$ cat config.mk
export PLATFORM = sky130hd
export DESIGN_NAME = utf16_to_utf32_stream_decoder_flat
export DESIGN_NICKNAME = d
export VERILOG_FILES = /design/src/u16dec_pkg.sv /design/src/u16dec_in_if.sv /design/src/u16dec_out_if.sv /design/src/u16dec_decode.sv /design/src/u16dec_outq.sv /design/src/utf16_to_utf32_stream_decoder.sv /design/src/flat_wrapper.sv
export SDC_FILE = /design/constraint.sdc
export NUM_CORES = 1
export LEC_CHECK = 0
export ABC_AREA = 1
export BUFFER_PORTS_ARGS = -buffer_cell sky130_fd_sc_hd__clkbuf_2
export CAP_MARGIN = 30
export CORE_ASPECT_RATIO = 1.2
export CORE_UTILIZATION = 45
export DETAILED_ROUTE_END_ITERATION = 10
export PLACE_DENSITY = 0.59
export SLEW_MARGIN = 10
export SYNTH_ARGS = -nofsm -noshare
export SYNTH_HDL_FRONTEND = slang
export SYNTH_SLANG_ARGS = --single-unit
export TNS_END_PERCENT = 50
$ cat constraint.sdc
create_clock -name clk -period 4.1 [get_ports clk]
set_clock_uncertainty 0.15 [all_clocks]
set_input_delay 0.205 -clock clk [delete_from_list [all_inputs] [get_ports clk]]
set_output_delay 0.205 -clock clk [all_outputs]
set_load 0.02 [all_outputs]
$ cat src/u16dec_pkg.sv
package u16dec_pkg;

    // Register indexes of the configuration port
    localparam logic [2:0] CFG_UTF16_MODE        = 3'd0;
    localparam logic [2:0] CFG_DEFAULT_IN_LITTLE = 3'd1;
    localparam logic [2:0] CFG_DETECT_BOM        = 3'd2;
    localparam logic [2:0] CFG_OUT_LITTLE        = 3'd3;
    localparam logic [2:0] CFG_EMIT_OUT_BOM      = 3'd4;
    localparam logic [2:0] CFG_ILLEGAL_ACTION    = 3'd5;

    // Request types
    localparam logic REQ_DATA    = 1'b0;
    localparam logic REQ_RESTART = 1'b1;

    // Result kinds
    localparam logic [1:0] KIND_CHAR    = 2'd0;
    localparam logic [1:0] KIND_BOM     = 2'd1;
    localparam logic [1:0] KIND_REPLACE = 2'd2;
    localparam logic [1:0] KIND_ERROR   = 2'd3;

    // Illegal character actions (the unused code behaves as ACT_ERROR)
    localparam logic [1:0] ACT_ERROR   = 2'd0;
    localparam logic [1:0] ACT_DISCARD = 2'd1;
    localparam logic [1:0] ACT_REPLACE = 2'd2;

    // Code unit and code point constants
    localparam int unsigned CP_W      = 21;
    localparam int unsigned PAIR_BITS = 10;

    localparam logic [15:0] SUR_FIRST      = 16'hD800;
    localparam logic [15:0] HIGH_SUR_LAST  = 16'hDBFF;
    localparam logic [15:0] LOW_SUR_FIRST  = 16'hDC00;
    localparam logic [15:0] SUR_LAST       = 16'hDFFF;
    localparam logic [15:0] NONCHAR_FIRST  = 16'hFFFE;
    localparam logic [15:0] BOM_UNIT       = 16'hFEFF;
    localparam logic [15:0] BOM_SWAPPED    = 16'hFFFE;
    localparam logic [CP_W-1:0] PLANE1_BASE = 21'h010000;
    localparam logic [CP_W-1:0] REPLACE_CP  = 21'h00FFFD;

    // Output queue geometry
    localparam int unsigned QDEPTH = 4;
    localparam int unsigned QPTR_W = 2;
    localparam int unsigned QCNT_W = 3;

    typedef struct packed {
        logic       utf16_mode;
        logic       default_in_little;
        logic       detect_bom;
        logic       out_little;
        logic       emit_out_bom;
        logic [1:0] illegal_action;
    } cfg_t;

    typedef struct packed {
        logic [31:0] out_word;
        logic [1:0]  kind;
        logic        last;
    } result_t;

    // Up to two results from one input word
    typedef struct packed {
        logic [1:0] count;
        result_t    first;
        result_t    second;
    } dec_out_t;

    function automatic logic [31:0] place_word(input logic [31:0] w, input logic little);
        logic [31:0] swapped;
        swapped = {w[7:0], w[15:8], w[23:16], w[31:24]};
        return little ? swapped : w;
    endfunction

endpackage

$ cat src/u16dec_in_if.sv
interface u16dec_in_if;
    logic       valid;
    logic       ready;
    logic       req_type;
    logic [7:0] data_byte;

    modport source (output valid, output req_type, output data_byte, input ready);
    modport sink   (input valid, input req_type, input data_byte, output ready);
endinterface

$ cat src/u16dec_out_if.sv
interface u16dec_out_if;
    logic        valid;
    logic        ready;
    logic [31:0] out_word;
    logic [1:0]  kind;
    logic        last;

    modport source (output valid, output out_word, output kind, output last, input ready);
    modport sink   (input valid, input out_word, input kind, input last, output ready);
endinterface

$ cat src/u16dec_decode.sv
module u16dec_decode
    import u16dec_pkg::*;
(
    input  logic       clk,
    input  logic       rst_n,
    input  cfg_t       cfg,
    input  logic       fire,
    input  logic       req_type,
    input  logic [7:0] data_byte,
    output dec_out_t   results
);

    logic [7:0]  held_byte_reg,    held_byte_next;
    logic        have_byte_reg,    have_byte_next;
    logic [15:0] pending_high_reg, pending_high_next;
    logic        have_high_reg,    have_high_next;
    logic        bom_checked_reg,  bom_checked_next;
    logic        in_little_reg,    in_little_next;
    logic        out_bom_done_reg, out_bom_done_next;

    logic [15:0]     big;
    logic [15:0]     unit;
    logic            is_sur;
    logic            is_low;
    logic            do_emit;
    logic            do_ill;
    logic [CP_W-1:0] emit_cp;
    logic [1:0]      emit_kind;

    assign big    = {held_byte_reg, data_byte};
    assign unit   = in_little_reg ? {data_byte, held_byte_reg} : big;
    assign is_sur = (unit >= SUR_FIRST) && (unit <= SUR_LAST);
    assign is_low = (unit >= LOW_SUR_FIRST) && (unit <= SUR_LAST);

    always_comb
    begin
        held_byte_next    = held_byte_reg;
        have_byte_next    = have_byte_reg;
        pending_high_next = pending_high_reg;
        have_high_next    = have_high_reg;
        bom_checked_next  = bom_checked_reg;
        in_little_next    = in_little_reg;
        out_bom_done_next = out_bom_done_reg;
        results           = '0;
        do_emit           = 1'b0;
        do_ill            = 1'b0;
        emit_cp           = '0;
        emit_kind         = KIND_CHAR;

        if (fire)
        begin
            if (req_type == REQ_RESTART)
            begin
                held_byte_next    = '0;
                have_byte_next    = 1'b0;
                pending_high_next = '0;
                have_high_next    = 1'b0;
                bom_checked_next  = ~cfg.detect_bom;
                in_little_next    = cfg.default_in_little;
                out_bom_done_next = ~cfg.emit_out_bom;
            end
            else if (!have_byte_reg)
            begin
                held_byte_next = data_byte;
                have_byte_next = 1'b1;
            end
            else
            begin
                have_byte_next   = 1'b0;
                bom_checked_next = 1'b1;
                if (!bom_checked_reg && big == BOM_UNIT)
                begin
                    in_little_next = 1'b0;
                end
                else if (!bom_checked_reg && big == BOM_SWAPPED)
                begin
                    in_little_next = 1'b1;
                end
                else if (have_high_reg)
                begin
                    have_high_next = 1'b0;
                    if (is_low)
                    begin
                        do_emit = 1'b1;
                        emit_cp = {1'b0, pending_high_reg[PAIR_BITS-1:0],
                                   unit[PAIR_BITS-1:0]} + PLANE1_BASE;
                    end
                    else
                    begin
                        do_ill = 1'b1;
                    end
                end
                else if (unit >= NONCHAR_FIRST)
                begin
                    do_ill = 1'b1;
                end
                else if (is_sur)
                begin
                    if (cfg.utf16_mode && unit <= HIGH_SUR_LAST)
                    begin
                        pending_high_next = unit;
                        have_high_next    = 1'b1;
                    end
                    else
                    begin
                        do_ill = 1'b1;
                    end
                end
                else
                begin
                    do_emit = 1'b1;
                    emit_cp = {5'b0, unit};
                end
            end
        end

        // Resolve an illegal character by the configured action
        if (do_ill)
        begin
            case (cfg.illegal_action)
                ACT_DISCARD:
                begin
                end
                ACT_REPLACE:
                begin
                    do_emit   = 1'b1;
                    emit_cp   = REPLACE_CP;
                    emit_kind = KIND_REPLACE;
                end
                default:
                begin
                    results.count = 2'd1;
                    results.first = '{out_word: '0, kind: KIND_ERROR, last: 1'b1};
                end
            endcase
        end

        // Precede the first character with the output mark if still due
        if (do_emit)
        begin
            if (!out_bom_done_reg)
            begin
                out_bom_done_next = 1'b1;
                results.count     = 2'd2;
                results.first     = '{out_word: place_word({16'b0, BOM_UNIT}, cfg.out_little),
                                      kind: KIND_BOM, last: 1'b0};
                results.second    = '{out_word: place_word({11'b0, emit_cp}, cfg.out_little),
                                      kind: emit_kind, last: 1'b1};
            end
            else
            begin
                results.count = 2'd1;
                results.first = '{out_word: place_word({11'b0, emit_cp}, cfg.out_little),
                                  kind: emit_kind, last: 1'b1};
            end
        end
    end

    always_ff @(posedge clk or negedge rst_n)
    begin
        if (!rst_n)
        begin
            held_byte_reg    <= '0;
            have_byte_reg    <= 1'b0;
            pending_high_reg <= '0;
            have_high_reg    <= 1'b0;
            bom_checked_reg  <= 1'b0;
            in_little_reg    <= 1'b0;
            out_bom_done_reg <= 1'b0;
        end
        else
        begin
            held_byte_reg    <= held_byte_next;
            have_byte_reg    <= have_byte_next;
            pending_high_reg <= pending_high_next;
            have_high_reg    <= have_high_next;
            bom_checked_reg  <= bom_checked_next;
            in_little_reg    <= in_little_next;
            out_bom_done_reg <= out_bom_done_next;
        end
    end

endmodule

$ cat src/u16dec_outq.sv
module u16dec_outq
    import u16dec_pkg::*;
(
    input  logic     clk,
    input  logic     rst_n,
    input  dec_out_t push,
    output logic     space_ok,
    output logic     head_valid,
    input  logic     head_taken,
    output result_t  head
);

    result_t             mem [QDEPTH];
    logic [QPTR_W-1:0]   wr_ptr_reg, wr_ptr_next;
    logic [QPTR_W-1:0]   rd_ptr_reg, rd_ptr_next;
    logic [QCNT_W-1:0]   count_reg,  count_next;
    logic                pop;

    assign head_valid = (count_reg != '0);
    assign pop        = head_valid && head_taken;
    assign space_ok   = (count_reg <= QCNT_W'(QDEPTH - 2));
    assign head       = mem[rd_ptr_reg];

    always_comb
    begin
        wr_ptr_next = wr_ptr_reg + QPTR_W'(push.count);
        rd_ptr_next = rd_ptr_reg + QPTR_W'(pop);
        count_next  = count_reg + QCNT_W'(push.count) - QCNT_W'(pop);
    end

    always_ff @(posedge clk)
    begin
        if (push.count != 2'd0)
        begin
            mem[wr_ptr_reg] <= push.first;
        end
        if (push.count == 2'd2)
        begin
            mem[wr_ptr_reg + QPTR_W'(1)] <= push.second;
        end
    end

    always_ff @(posedge clk or negedge rst_n)
    begin
        if (!rst_n)
        begin
            wr_ptr_reg <= '0;
            rd_ptr_reg <= '0;
            count_reg  <= '0;
        end
        else
        begin
            wr_ptr_reg <= wr_ptr_next;
            rd_ptr_reg <= rd_ptr_next;
            count_reg  <= count_next;
        end
    end

endmodule

$ cat src/utf16_to_utf32_stream_decoder.sv
// A byte that completes a character has its result registered in the output queue on acceptance.
// Throughput: one input byte per cycle while the queue has room; results leave at one per
// cycle from a four-entry output queue while the sink is ready.
// Input is held off only while the output queue has fewer than two free entries.
// Reset (rst_n, asynchronous, active low) loads register defaults, clears decode state
// and empties the queue; a restart request clears decode state from current registers.
module utf16_to_utf32_stream_decoder
    import u16dec_pkg::*;
(
    input  logic                clk,
    input  logic                rst_n,
    input  logic                cfg_we,
    input  logic [2:0]          cfg_index,
    input  logic [1:0]          cfg_data,
    u16dec_in_if.sink           data,
    u16dec_out_if.source        result
);

    // Configuration registers. Writes touch no decode state: detect_bom,
    // default_in_little and emit_out_bom only matter at the next restart.
    cfg_t cfg_reg;
    cfg_t cfg_next;

    // Handshake and the link between decoder and output queue
    logic     fire;
    logic     space_ok;
    dec_out_t dec_results;
    result_t  head;

    always_comb
    begin
        cfg_next = cfg_reg;
        if (cfg_we)
        begin
            unique case (cfg_index)
                CFG_UTF16_MODE:        cfg_next.utf16_mode        = cfg_data[0];
                CFG_DEFAULT_IN_LITTLE: cfg_next.default_in_little = cfg_data[0];
                CFG_DETECT_BOM:        cfg_next.detect_bom        = cfg_data[0];
                CFG_OUT_LITTLE:        cfg_next.out_little        = cfg_data[0];
                CFG_EMIT_OUT_BOM:      cfg_next.emit_out_bom      = cfg_data[0];
                CFG_ILLEGAL_ACTION:    cfg_next.illegal_action    = cfg_data;
                default:               cfg_next = cfg_reg;
            endcase
        end
    end

    always_ff @(posedge clk or negedge rst_n)
    begin
        if (!rst_n)
        begin
            cfg_reg <= '{utf16_mode: 1'b1, default_in_little: 1'b0, detect_bom: 1'b1,
                         out_little: 1'b0, emit_out_bom: 1'b1, illegal_action: ACT_ERROR};
        end
        else
        begin
            cfg_reg <= cfg_next;
        end
    end

    // Accept a word whenever the queue can take the two results it may cause;
    // this does not wait for the queue to drain.
    assign data.ready = space_ok;
    assign fire       = data.valid && space_ok;

    // Assemble units, track the byte order mark and surrogate pairs, and
    // produce up to two results for the accepted word in the same cycle.
    u16dec_decode u_decode (
        .clk       (clk),
        .rst_n     (rst_n),
        .cfg       (cfg_reg),
        .fire      (fire),
        .req_type  (data.req_type),
        .data_byte (data.data_byte),
        .results   (dec_results)
    );

    // Hold results here until the sink takes them; it parts the two sides
    // so a stalled sink does not stall decoding until the queue fills.
    u16dec_outq u_outq (
        .clk        (clk),
        .rst_n      (rst_n),
        .push       (dec_results),
        .space_ok   (space_ok),
        .head_valid (result.valid),
        .head_taken (result.ready),
        .head       (head)
    );

    assign result.out_word = head.out_word;
    assign result.kind     = head.kind;
    assign result.last     = head.last;

endmodule

$ cat src/flat_wrapper.sv
// flat-port wrapper written by rule: the top's interface ports become plain ports
module utf16_to_utf32_stream_decoder_flat import u16dec_pkg::*;
  (clk, rst_n, cfg_we, cfg_index, cfg_data, data_valid, data_req_type, data_data_byte, data_ready, result_valid, result_out_word, result_kind, result_last, result_ready);
  u16dec_in_if data_i ();
  u16dec_out_if result_i ();
  input  logic clk;
  input  logic rst_n;
  input  logic cfg_we;
  input  logic [2:0] cfg_index;
  input  logic [1:0] cfg_data;
  input wire logic [$bits(data_i.valid)-1:0] data_valid;
  input wire logic [$bits(data_i.req_type)-1:0] data_req_type;
  input wire logic [$bits(data_i.data_byte)-1:0] data_data_byte;
  output wire logic [$bits(data_i.ready)-1:0] data_ready;
  output wire logic [$bits(result_i.valid)-1:0] result_valid;
  output wire logic [$bits(result_i.out_word)-1:0] result_out_word;
  output wire logic [$bits(result_i.kind)-1:0] result_kind;
  output wire logic [$bits(result_i.last)-1:0] result_last;
  input wire logic [$bits(result_i.ready)-1:0] result_ready;
  assign data_i.valid = data_valid;
  assign data_i.req_type = data_req_type;
  assign data_i.data_byte = data_data_byte;
  assign data_ready = data_i.ready;
  assign result_valid = result_i.valid;
  assign result_out_word = result_i.out_word;
  assign result_kind = result_i.kind;
  assign result_last = result_i.last;
  assign result_i.ready = result_ready;
  utf16_to_utf32_stream_decoder u_core (.clk(clk), .rst_n(rst_n), .cfg_we(cfg_we), .cfg_index(cfg_index), .cfg_data(cfg_data), .data(data_i), .result(result_i));
endmodule
==> impl_metrics.py <==
metrics = {
    "final_layout": {
        "layoutNonFillerInstCount": 1544,
        "drive_above_1_share": 0.1346,
        "largest_register_ffs": 140,
        "diodes": 0,
        "layout.nets": 1284,
        "final_common_cell": "nand2_1",
        "post-route-util": 0.5200,
        "layout_common_cells": "358 x nand2_1, 136 x edfxtp_1, 124 x nor2_1, 117 x o21ai_0, 85 x nand3_1",
        "area_growth_syn_to_layout_pct": 13.54,
        "fillers": 2055,
    },
    "sta": {
        "rsz0062_at_grt": "no",
        "fin_tns_setup_ps": 0,
        "finalHoldViolations": 0,
        "finalMaxSlewViolations": 0,
        "finalCritPeriodShare": 0.8596,
        "finalSetupViolations": 0,
        "holdWs_ps": 25.66,
        "relSlewSlack": 0.3752,
        "fmax_ghz": 0.2838,
        "worstMarginPinSlew_ps": 935.8,
        "period_minus_slack_ps": 3524,
    },
    "setup_path": {
        "reg2reg_slack_ps": 580,
        "crit_fanout": 14,
        "path_common_cell": "nand2_1",
        "critPathMaxStageDelay_ps": 490,
        "crit_required_ps": 4270,
        "cp_data_arrival_time_ps": 3690,
        "path_cells": "inv_2, nand2_1, nand2_1, nor2_1, nand3_2, nor2_4, nor2_2, inv_2, nand2_2, nand3_4, nand2_8, or2_2, nand2_1, inv_1, ha_1, inv_1, ha_1, fa_1, xnor2_1",
        "path_class": "register to register",
        "end_kind": "register",
        "critPathSlowestCell": "dfrtp_1",
        "start_kind": "register",
    },
    "clock_network": {
        "cts-hold-fix-buffers": 21,
        "cts_buffers": 17,
        "cts_setup_buffers": 0,
        "clock_latency_ps": 440,
        "root_buffer": "clkbuf_16",
        "clkSlewWorstSetupHoldPaths_ps": 70,
        "cts_sinks": 177,
        "cts_buffer_depth": 2,
        "cts_tree": "done",
        "htree_levels": 4,
        "post_cts_resized": 0,
    },
    "run_status": {
        "status": "finished clean",
    },
    "global_routing": {
        "grt_pass1_wl_um": 44640,
        "grt_max_degree": 72,
        "grt_use_total": 0.2676,
        "antenna_found_initial": 0,
        "grt_pass1_vias": 7990,
        "overflow": 0,
    },
    "logic_synthesis": {
        "synth_edf_count": 136,
        "ys_types": 46,
        "seq_area_frac_synth": 0.5142,
        "syn-instance-count": 1197,
        "syn_avg_cell_area_um2": 8.275,
        "asyncSetResetFlopFracSynth": 0.2090,
        "synth.area.top_cells": "edfxtp_1 41%, nand2_1 14%, dfrtp_1 8.6%",
        "syn_nets": 1224,
        "synth_warnings": 0,
        "synth_flop_cell": "edfxtp_1",
        "synth_area_um2": 9906,
        "ys_ff_latch": 177,
        "netlist.top_cell.by_area": "edfxtp_1",
        "synth_top_cell_area_share": 0.4123,
    },
    "die": {
        "die_area_um2": 22610,
        "die_w_um": 137.4,
        "num_rows": 59,
        "ios": 56,
        "core_area_um2": 21630,
        "initial_core_util": 0.4580,
        "dieHeight_um": 164.5,
    },
    "pwr": {
        "p_sw_frac": 0.4212,
        "clkPwrFrac": 0.256,
        "p_int_mw": 3.739,
        "pwr-share-seq": 0.352,
        "powerDensity_nw_per_um2": 574.4,
        "vdd_ir_drop_max_uv": 398.9,
        "switching_power_mw": 2.721,
        "leakage_nw": 4.714,
        "p_comb_frac": 0.392,
    },
    "placement": {
        "place_inst": 1490,
        "hpwl_um": 19070,
        "portBuffers": 55,
        "place.gp.congestion": 0.9559,
    },
    "route": {
        "detail_route.iter0.violations": 674,
        "totalWireLength_um": 28810,
        "via_per_inst": 5.508,
        "drc": 0,
        "wire_per_inst_um": 18.66,
        "vias": 8504,
        "ant_nets": 0,
        "dr.pass1.iters": 7,
    },
    "hold_path": {
        "hold_class": "primary input to asynchronous set/reset pin",
    },
    "job": {
        "maxCapViolations": 0,
    },
}
cell type report:
cell class	count	area (um^2)	area share
clock buffer	19	432.9	0.03849
inverter	85	319.1	0.02837
clock inverter	13	150.1	0.01335
multi-input combinational	875	4172	0.3709
sequential	177	5095	0.4530
timing repair buffer	101	735.7	0.06541
tap	274	342.8	0.03048
worst max-delay path, delay by kind of cell, from the launching register on:
kind / cells / cell delay, ps
AND/OR/NAND/NOR: 11 / 1520
adder cells (fa/ha/maj): 3 / 840
flip-flops: 1 / 490
buffers and inverters: 4 / 280
XOR/XNOR: 1 / 140
final timing paths:
kind                                          startpoint                                  end  cells past startpoint
min in group clk                           data_req_type  u_core.u_decode.pending_high_reg[5]                      2
setup reg to reg           u_core.u_decode.in_little_reg           u_core.u_outq.count_reg[2]                     19
setup / recovery           u_core.u_decode.in_little_reg           u_core.u_outq.count_reg[2]                     19
hold / removal                                     rst_n     u_core.u_decode.held_byte_reg[5]                      2
max in group asynchronous                          rst_n                    u_core.cfg_reg[2]                      3
hold reg to reg                  u_core.u_outq.mem[2][1]              u_core.u_outq.mem[2][1]                      2
stage by stage:
step | area, um^2 | total power, mW | setup WS, ps
2_1_floorplan | 9906 | 3.988 | 716.1
3_3_place_gp | 10430 | 4.799 | 638.5
3_5_place_dp | 10430 | 4.811 | 604.2
4_1_cts | 11230 | 6.472 | 590.0
5_1_grt | 11250 | 6.813 | 266.6
6_report | 11250 | 6.460 | 575.8
cell usage after synthesis (6+ instances only):
master    number
inv_2         12
nor2_2         7
nand2_1      358
buf_6          8
nor2_1       124
nor2_4         6
o31ai_1        7
nand3_1       85
inv_1         71
o21ai_0      117
o22ai_1       51
dfrtp_1       34
nor3_1        14
nand4_1        6
clkbuf_1      29
o21ai_1       31
nand2_2       12
o21ai_2        6
ha_1           7
edfxtp_1     136
buf_2         17
a21oi_1       11
per-layer routing:
metal / GRT usage / wire (um)
met3: 0.02885 / 1381
met4: 0.1099 / 826
met5: 0 / 0
met2: 0.4443 / 14220
met1: 0.3549 / 12380
cell families after synthesis:
| group | after synthesis | share of synthesized area |
|---|---|---|
| simple gates | 626 | 0.2721 |
| compound gates | 233 | 0.1309 |
| flops | 177 | 0.5142 |
| buf+inv | 145 | 0.06467 |
| fa+ha+maj | 8 | 0.01086 |
| xor+xnor | 7 | 0.006189 |
| mux | 1 | 0.001137 |
power by group through the flow:
stage / sequential, mW / combinational, mW / clock, mW
floorplan: 2.24 / 1.75 / 0
global placement: 2.30 / 2.50 / 0
detailed placement: 2.31 / 2.50 / 0
CTS: 2.27 / 2.54 / 1.66
global route: 2.30 / 2.78 / 1.74
finish: 2.27 / 2.53 / 1.65
Note: power is estimated with default switching activity, not from simulation.
